**src/design/stbs_pkg.sv**
```systemverilog
// ---------------------------------------------------------------------------
// stbs_pkg
// Shared types and constants for the sorted-table binary search core.
// ---------------------------------------------------------------------------
`default_nettype none

package stbs_pkg;

    // default storage shape
    localparam int TABLE_DEPTH_DEF = 1024;
    localparam int ENTRY_WIDTH_DEF = 32;

    // fixed field widths
    localparam int LEN_W     = 11;
    localparam int INDEX_W   = 10;
    localparam int VALUE_W   = 32;
    localparam int POS_W     = 10;
    localparam int S_TDATA_W = 48;
    localparam int M_TDATA_W = 16;

    typedef enum logic
    {
        CMD_WRITE  = 1'b0,
        CMD_SEARCH = 1'b1
    } cmd_t;

    typedef enum logic [1:0]
    {
        ST_IDLE,
        ST_PROBE,
        ST_DONE
    } state_t;

    // result handed from the search engine to the output stage
    typedef struct packed
    {
        logic             valid;
        logic             found;
        logic [POS_W-1:0] position;
    } res_t;

endpackage

`default_nettype wire

```
**src/design/stbs_engine.sv**
```systemverilog
// ---------------------------------------------------------------------------
// stbs_engine
// Binary search sequencer: one table probe per cycle against the RAM.
// ---------------------------------------------------------------------------
`default_nettype none

module stbs_engine #(
    parameter int TABLE_DEPTH = stbs_pkg::TABLE_DEPTH_DEF,
    parameter int ENTRY_WIDTH = stbs_pkg::ENTRY_WIDTH_DEF
) (
    input  wire logic                           clk,
    input  wire logic                           rst_n,
    input  wire logic                           start,
    input  wire logic [ENTRY_WIDTH-1:0]         key,
    input  wire logic [stbs_pkg::LEN_W-1:0]     table_len,
    input  wire logic [ENTRY_WIDTH-1:0]         rd_data,
    output logic                                rd_en,
    output logic      [$clog2(TABLE_DEPTH)-1:0] rd_addr,
    output logic                                busy,
    output stbs_pkg::res_t                      res,
    input  wire logic                           res_taken
);

    import stbs_pkg::*;

    localparam int AW  = $clog2(TABLE_DEPTH);
    localparam int CW  = AW + 1;
    localparam int LW  = (CW > LEN_W) ? CW : LEN_W;
    localparam int PXW = (AW > POS_W) ? AW : POS_W;

    state_t                 state_reg, state_next;
    logic [CW-1:0]          low_reg, low_next;
    logic [CW-1:0]          hi_reg, hi_next;      // exclusive upper bound
    logic [AW-1:0]          mid_reg, mid_next;
    logic [ENTRY_WIDTH-1:0] key_reg, key_next;
    logic                   found_reg, found_next;
    logic [POS_W-1:0]       pos_reg, pos_next;

    logic [LW-1:0]  len_x;
    logic [CW-1:0]  n_sat;
    logic [CW-1:0]  n_m1;
    logic [AW-1:0]  mid0;
    logic           hit;
    logic           gt;
    logic [CW-1:0]  low_p;
    logic [CW-1:0]  hi_p;
    logic           empty;
    logic [CW:0]    sum_p;
    logic [AW-1:0]  mid_p;
    logic [PXW-1:0] mid_x;
    logic [POS_W-1:0] mid_pos;
    logic           finish;

    // saturate length and pick the first midpoint
    always_comb
    begin
        len_x = LW'(table_len);
        if (len_x > LW'(TABLE_DEPTH))
        begin
            n_sat = CW'(TABLE_DEPTH);
        end
        else
        begin
            n_sat = len_x[CW-1:0];
        end
        n_m1 = n_sat - CW'(1);
        mid0 = n_m1[AW:1];
    end

    // narrow the range from the probed entry
    always_comb
    begin
        hit   = $signed(rd_data) == $signed(key_reg);
        gt    = $signed(rd_data) > $signed(key_reg);
        low_p = gt ? low_reg : (CW'(mid_reg) + CW'(1));
        hi_p  = gt ? CW'(mid_reg) : hi_reg;
        empty = low_p >= hi_p;
        sum_p = (CW+1)'(low_p) + (CW+1)'(hi_p) - (CW+1)'(1);
        mid_p = sum_p[AW:1];
        mid_x   = PXW'(mid_reg);
        mid_pos = mid_x[POS_W-1:0];
        finish  = hit || empty;
    end

    // next state
    always_comb
    begin
        state_next = state_reg;
        case (state_reg)
            ST_IDLE:
            begin
                if (start)
                begin
                    state_next = (n_sat == '0) ? ST_DONE : ST_PROBE;
                end
            end
            ST_PROBE:
            begin
                if (finish)
                begin
                    state_next = res_taken ? ST_IDLE : ST_DONE;
                end
            end
            ST_DONE:
            begin
                if (res_taken)
                begin
                    state_next = ST_IDLE;
                end
            end
            default:
            begin
                state_next = ST_IDLE;
            end
        endcase
    end

    // datapath next values
    always_comb
    begin
        low_next   = low_reg;
        hi_next    = hi_reg;
        mid_next   = mid_reg;
        key_next   = key_reg;
        found_next = found_reg;
        pos_next   = pos_reg;
        case (state_reg)
            ST_IDLE:
            begin
                if (start)
                begin
                    key_next   = key;
                    low_next   = '0;
                    hi_next    = n_sat;
                    mid_next   = mid0;
                    found_next = 1'b0;
                    pos_next   = '0;
                end
            end
            ST_PROBE:
            begin
                low_next   = low_p;
                hi_next    = hi_p;
                mid_next   = mid_p;
                found_next = hit;
                pos_next   = hit ? mid_pos : '0;
            end
            default:
            begin
            end
        endcase
    end

    // outputs
    always_comb
    begin
        rd_en        = 1'b0;
        rd_addr      = mid0;
        busy         = 1'b1;
        res.valid    = 1'b0;
        res.found    = found_reg;
        res.position = pos_reg;
        case (state_reg)
            ST_IDLE:
            begin
                busy  = 1'b0;
                rd_en = start && (n_sat != '0);
            end
            ST_PROBE:
            begin
                rd_addr      = mid_p;
                rd_en        = !finish;
                res.valid    = finish;
                res.found    = hit;
                res.position = hit ? mid_pos : '0;
            end
            ST_DONE:
            begin
                res.valid = 1'b1;
            end
            default:
            begin
            end
        endcase
    end

    always_ff @(posedge clk or negedge rst_n)
    begin
        if (!rst_n)
        begin
            state_reg <= ST_IDLE;
        end
        else
        begin
            state_reg <= state_next;
        end
    end

    always_ff @(posedge clk)
    begin
        low_reg   <= low_next;
        hi_reg    <= hi_next;
        mid_reg   <= mid_next;
        key_reg   <= key_next;
        found_reg <= found_next;
        pos_reg   <= pos_next;
    end

    // a probe always has a non-empty range
    a_probe_range: assert property (@(posedge clk) disable iff (!rst_n)
        state_reg == ST_PROBE |-> low_reg < hi_reg)
        else $error("probe with empty search range");

    // probed midpoint lies inside the range
    a_mid_inside: assert property (@(posedge clk) disable iff (!rst_n)
        state_reg == ST_PROBE |-> (CW'(mid_reg) >= low_reg) && (CW'(mid_reg) < hi_reg))
        else $error("midpoint outside search range");

    // reads only at search start or during probing
    a_read_src: assert property (@(posedge clk) disable iff (!rst_n)
        rd_en |-> (state_reg == ST_PROBE) || (state_reg == ST_IDLE && start))
        else $error("table read outside a search");

    // an untaken result is held unchanged
    a_res_hold: assert property (@(posedge clk) disable iff (!rst_n)
        res.valid && !res_taken |=> res.valid && $stable(res.found) && $stable(res.position))
        else $error("pending result dropped or changed");

endmodule

`default_nettype wire

```
**config.mk**
```make
export PLATFORM = sky130hd
export DESIGN_NAME = stbs_engine
export DESIGN_NICKNAME = d
export VERILOG_FILES = /design/src/design/stbs_pkg.sv /design/src/design/stbs_engine.sv
export SDC_FILE = /design/constraint.sdc
export NUM_CORES = 1
export LEC_CHECK = 0
export ABC_AREA = 1
export BUFFER_PORTS_ARGS = -buffer_cell sky130_fd_sc_hd__buf_2
export CAP_MARGIN = 10
export CORE_UTILIZATION = 60
export CTS_BUF_LIST = sky130_fd_sc_hd__clkbuf_4 sky130_fd_sc_hd__clkbuf_8
export DETAILED_ROUTE_END_ITERATION = 10
export GPL_ROUTABILITY_DRIVEN = 0
export PLACE_DENSITY = 0.86
export SYNTH_ARGS = -nofsm -noshare
export SYNTH_HDL_FRONTEND = slang
export SYNTH_SLANG_ARGS = --single-unit
export TNS_END_PERCENT = 50
```
**constraint.sdc**
```tcl
create_clock -name clk -period 10.3 [get_ports clk]
set_input_delay 0 -clock clk [delete_from_list [all_inputs] [get_ports clk]]
set_output_delay 0 -clock clk [all_outputs]
set_load 0.05 [all_outputs]
```
# After elaboration in Yosys (flattened, before gate mapping)
# Cells that the tools add are included.
[totals]
reg_bits = 77
in_bits = 79
out_inout_bits = 24
[classes]
add_sub_neg = 4
magnitude_cmp = 3
eq_ne = 6
n_mux = 25
reduce_logical = 10
[ops]
columns = ["operator", "n"]
rows = [
  ["$mux 11", 6],
  ["$pmux 11 s2", 2],
  ["$mux 10", 4],
  ["$pmux 10 s2", 2],
  ["$eq 32x32->1", 1],
  ["$gt 32x32->1", 1],
  ["$sub 11x1->11 const B", 2],
  ["$add 10x1->11 const B", 1],
  ["$add 11x11->11", 1],
  ["$ge 11x11->1", 1],
  ["$gt 11x11->1 const B", 1],
  ["$logic_not 11->1", 1],
  ["$reduce_bool 11->1", 1],
  ["$mux 2", 5],
  ["$ne 2x2->1 const B", 3],
  ["$pmux 1 s2", 3],
  ["$pmux 2 s3", 1],
  ["$reduce_and 2->1", 2],
  ["$reduce_and 3->1", 1],
  ["$eq 2x1->1 const B", 1],
  ["$eq 2x2->1 const B", 1],
  ["$logic_not 2->1", 1],
  ["$mux 1", 2],
  ["$reduce_bool 2->1", 1],
  ["other kinds (3)", 3],
]

# Longest topological paths before layout
[depth]
ltp_word = 6
depth_mapped = 33
mapped_depth_nobuf = 32

# Least setup slack after synthesis
# OpenSTA, ideal clock, no wires.
[synth_timing]
path_type = "reg2reg"
start = "register state_reg[1]"
end = "register found_reg, enable pin"
t_arrival_ns = 4.066
slack_ns = 5.730
stages_incl_launch_ff = 7
synth_period_minus_slack_ns = 4.570
path_cell_list = "dfrtp_1 -> inv_1 -> ha_1 -> buf_2 -> inv_2 -> clkbuf_1 -> o21ai_0"
[synth_via]
elab_chain_len = 3
word_cells_on_any_way = 5
classes_between = "eq/ne (2); reduce/logical (3)"
[synth_rtl]
columns = ["element", "line", "rtl"]
rows = [
  ["start, declared", "stbs_engine.sv:31", "state_t state_reg, state_next;"],
  ["start signal, assigned", "stbs_engine.sv:195", "state_reg <= state_next;"],
  ["$eq 2x1->1 or $logic_not 2->1 (tied branches)", "stbs_engine.sv:127", "case (state_reg)"],
  ["$reduce_bool 2->1 (no line) or $ne 2x2->1 (tied branches)", "-", ""],
  ["$reduce_and 2->1 (no line) *", "-", ""],
  ["end signal, assigned", "stbs_engine.sv:205", "found_reg <= found_next;"],
  ["end, declared", "stbs_engine.sv:36", "logic found_reg, found_next;"],
]
# Mark *: on every way between the ends. The rest lies on a longest branch, timed or not.
# A chain may end at the register's enable or synchronous reset.

# Worst setup path in the final report
[layout_timing]
start = "register key_reg[19]"
end = "output port rd_addr[8]"
[layout_via]
elab_chain_len = 5
word_cells_on_any_way = 6
classes_between = "add/sub (2); order compare (1); mux (3)"
[layout_rtl]
columns = ["element", "line", "rtl"]
rows = [
  ["start, declared", "stbs_engine.sv:35", "logic [ENTRY_WIDTH-1:0] key_reg, key_next;"],
  ["start signal, assigned", "stbs_engine.sv:204", "key_reg <= key_next;"],
  ["$gt 32x32->1 *", "stbs_engine.sv:74", "gt = $signed(rd_data) > $signed(key_reg);"],
  ["$mux 11 (on tied branches)", "stbs_engine.sv:75, stbs_engine.sv:76", ""],
  ["$add 11x11->11 *", "stbs_engine.sv:78", "sum_p = (CW+1)'(low_p) + (CW+1)'(hi_p) - (CW+1)'(1);"],
  ["$sub 11x1->11 *", "stbs_engine.sv:78", ""],
  ["$mux 10 *", "stbs_engine.sv:163", "case (state_reg)"],
  ["end, declared", "stbs_engine.sv:18", "output logic [$clog2(TABLE_DEPTH)-1:0] rd_addr,"],
]
# Marked as above.

==> impl_metrics.toml <==
[sta]
min_period_ns = 5.33
finalSetupTns_ns = 0
skew_ns = 0.0100
finalMaxSlewViolations = 0
hold_violations = 0
worst_pin_slew_ns = 0.582
rsz0062_at_grt = "false"
min_period_over_period = 0.517
whs_ns = 0.00773
timing.fmax_ghz = 0.188
setup_violations = 0
slew_headroom = 0.612

[hold_path]
min_path_type = "primary input to flip-flop"

[floorplan]
dieArea_mm2 = 0.00934
fp.dieH_um = 96.7
start_util = 0.619
io_pins = 103
rows = 34
die_width_um = 96.7
coreArea_mm2 = 0.00868

[synth]
synth_seq_area_share = 0.428
syn_inst = 640
synth.distinct_cells = 36
synthMuxAreaShare = 0
synth_edf_count = 75
async_flop_share = 0.0260
synth-simple-area-share = 0.213
synth.avg_cell_area_um2 = 8.40
yosys_warnings = 0
syn-num-nets = 784
ys.flop_type = "edfxtp_1"
synthAdderAreaFrac = 0.153
synth-compound-area-share = 0.0950
synth_top_family_by_area = "simple AND/OR/NAND/NOR gates"
synthXorXnorAreaFrac = 0.0196
syn-cell-area_mm2 = 0.00538
synth-seq-cells = 77

[clocking]
cts_hold_buf = 35
cts_buffers = 9
numClockSinks = 77
cts_resized = 0
clock_latency_ns = 0.36
cts_root_buffer = "clkbuf_8"
htreeDepth = 3
post_cts_buffers = 0
path_clk_slew_ns = 0.08
clockBufferDepth = 2
cts_tree = "built"

[drt]
totalWireLength_um = 13000
vias_per_cell = 5.45
wire_per_inst_um = 14.6
drt_iter0_drc = 459
drt_first_pass_iters = 5
vias = 4860
antenna_left = 0
drc = 0

[critical_path]
crit_type = "flip-flop to primary output"
cp.required_ns = 10.30
worst_setup_path_start_kind = "flip-flop"
cp_common_cell = "nand2_1"
cp.arrival_ns = 5.33
critPathCaptureType = "primary output"
cpMaxStageDelayCell = "fa_1"
crit_fanout = 28
path_buf_inv = 5
slowest_delay_ns = 0.42
path_delay_family = "simple AND/OR/NAND/NOR gates"

[finish]
area_growth_pct = 22.2
antenna_cells = 0
num-fill-cells = 631
multi_input_area_mm2 = 0.00259
largest_register_ffs = 32
nets = 923
drive_gt1_frac = 0.186
seq_area_mm2 = 0.00230

[placed_design]
port_buffers = 102
dp_hpwl_um = 9320

[global_routing]
grt_pass1_wl_um = 21800
overflow = 0
track_usage = 0.289
grt_max_degree = 42
antenna_found_initial = 0
first_global_vias = 4930

[outcome]
status = "completed"

[run]
max_cap_violations = 0
[worst min-delay path: stages]
cell and delay (ns):
buf_2 0.10, nand3_1 0.07, o21ai_0 0.07
[layer usage]
layer | vias up | GRT usage | routed length, um
met5 | - | 0 | 0
met4 | 0 | 0.118 | 357
met3 | 35 | 0.0499 | 945
met2 | 251 | 0.498 | 6450
met1 | 2202 | 0.359 | 5280
li1 | 2372 | - | -
[cell type report]
| cell class | count | share of cell area |
|---|---|---|
| Multi-Input combinational cell | 434 | 0.395 |
| Sequential cell | 77 | 0.351 |
| Timing Repair Buffer | 140 | 0.135 |
| Inverter | 117 | 0.0669 |
| Tap cell | 108 | 0.0206 |
| Clock buffer | 9 | 0.0189 |
| Clock inverter | 7 | 0.0137 |
[cell families (layout without fill, tap and decap cells)]
| family | after synthesis | in the layout |
|---|---|---|
| xor gates and xnor gates | 12 | 12 |
| DFF | 77 | 77 |
| buffers and inverters | 129 | 273 |
| adders and majority gates | 65 | 65 |
| and+or+nand+nor | 262 | 262 |
| AOI/OAI and AO/OA | 95 | 95 |
[synthesized netlist by cell type, types with 2 or more instances]
cell type	n	area (um^2)
a211oi_1	2	15.0
a21o_1	2	15.0
a21oi_1	29	145
a31oi_1	2	12.5
buf_2	3	15.0
clkbuf_1	8	30.0
dfrtp_1	2	50.1
edfxtp_1	75	2250
ha_1	64	801
inv_1	115	432
inv_2	2	7.51
nand2_1	145	544
nand2_2	8	50.1
nand3_1	20	100
nand3_2	3	30.0
nand3b_1	3	22.5
nand4_1	13	81.3
nor2_1	56	210
nor3_1	3	15.0
nor4_1	3	18.8
o21a_1	2	15.0
o21ai_0	51	255
o21ai_1	2	10.0
o21ai_2	2	17.5
or2_2	4	25.0
xnor2_1	4	35.0
xor2_1	8	70.1
[layout by cell type (no fill, tap or decap), types with 4 or more instances in the layout]
master	n
nand2_1	145
inv_1	115
buf_2	102
edfxtp_1	75
ha_1	64
nor2_1	56
o21ai_0	50
dlygate4sd3_1	35
a21oi_1	29
nand3_1	20
nand4_1	13
clkbuf_8	9
nand2_2	8
xor2_1	8
or2_2	4
xnor2_1	4
[through the flow]
step | worst slack [ns] | cell area, um^2 | utilization | std cells
CTS | 5.07 | 6570 | 0.757 | 892
floorplan | 5.73 | 5380 | - | 640
global route | 4.62 | 6570 | 0.757 | 892
detailed placement | 5.58 | 6000 | 0.692 | 841
global placement | 5.78 | 6000 | 0.692 | 841
finish | 4.97 | 6570 | 0.757 | 892
[path summary, 6_finish.rpt]
| kind | slack [ns] | from | cells after the start | endpoint |
|---|---|---|---|---|
| min in group asynchronous | 0.51 | rst_n | 3 | state_reg[0] |
| max in group asynchronous | 9.67 | rst_n | 3 | state_reg[1] |
| worst min register to register | 0.55 | state_reg[0] | 2 | state_reg[0] |
| worst min-delay path | 0.008 | table_len[1] | 3 | hi_reg[1] |
| worst max-delay path | 4.97 | key_reg[19] | 27 | rd_addr[8] |
| worst max register to register | 5.38 | key_reg[19] | 25 | mid_pos[8] |
Power is not shown: default switching activity piles up to over one toggle a cycle in this logic, so the estimate is an artifact.
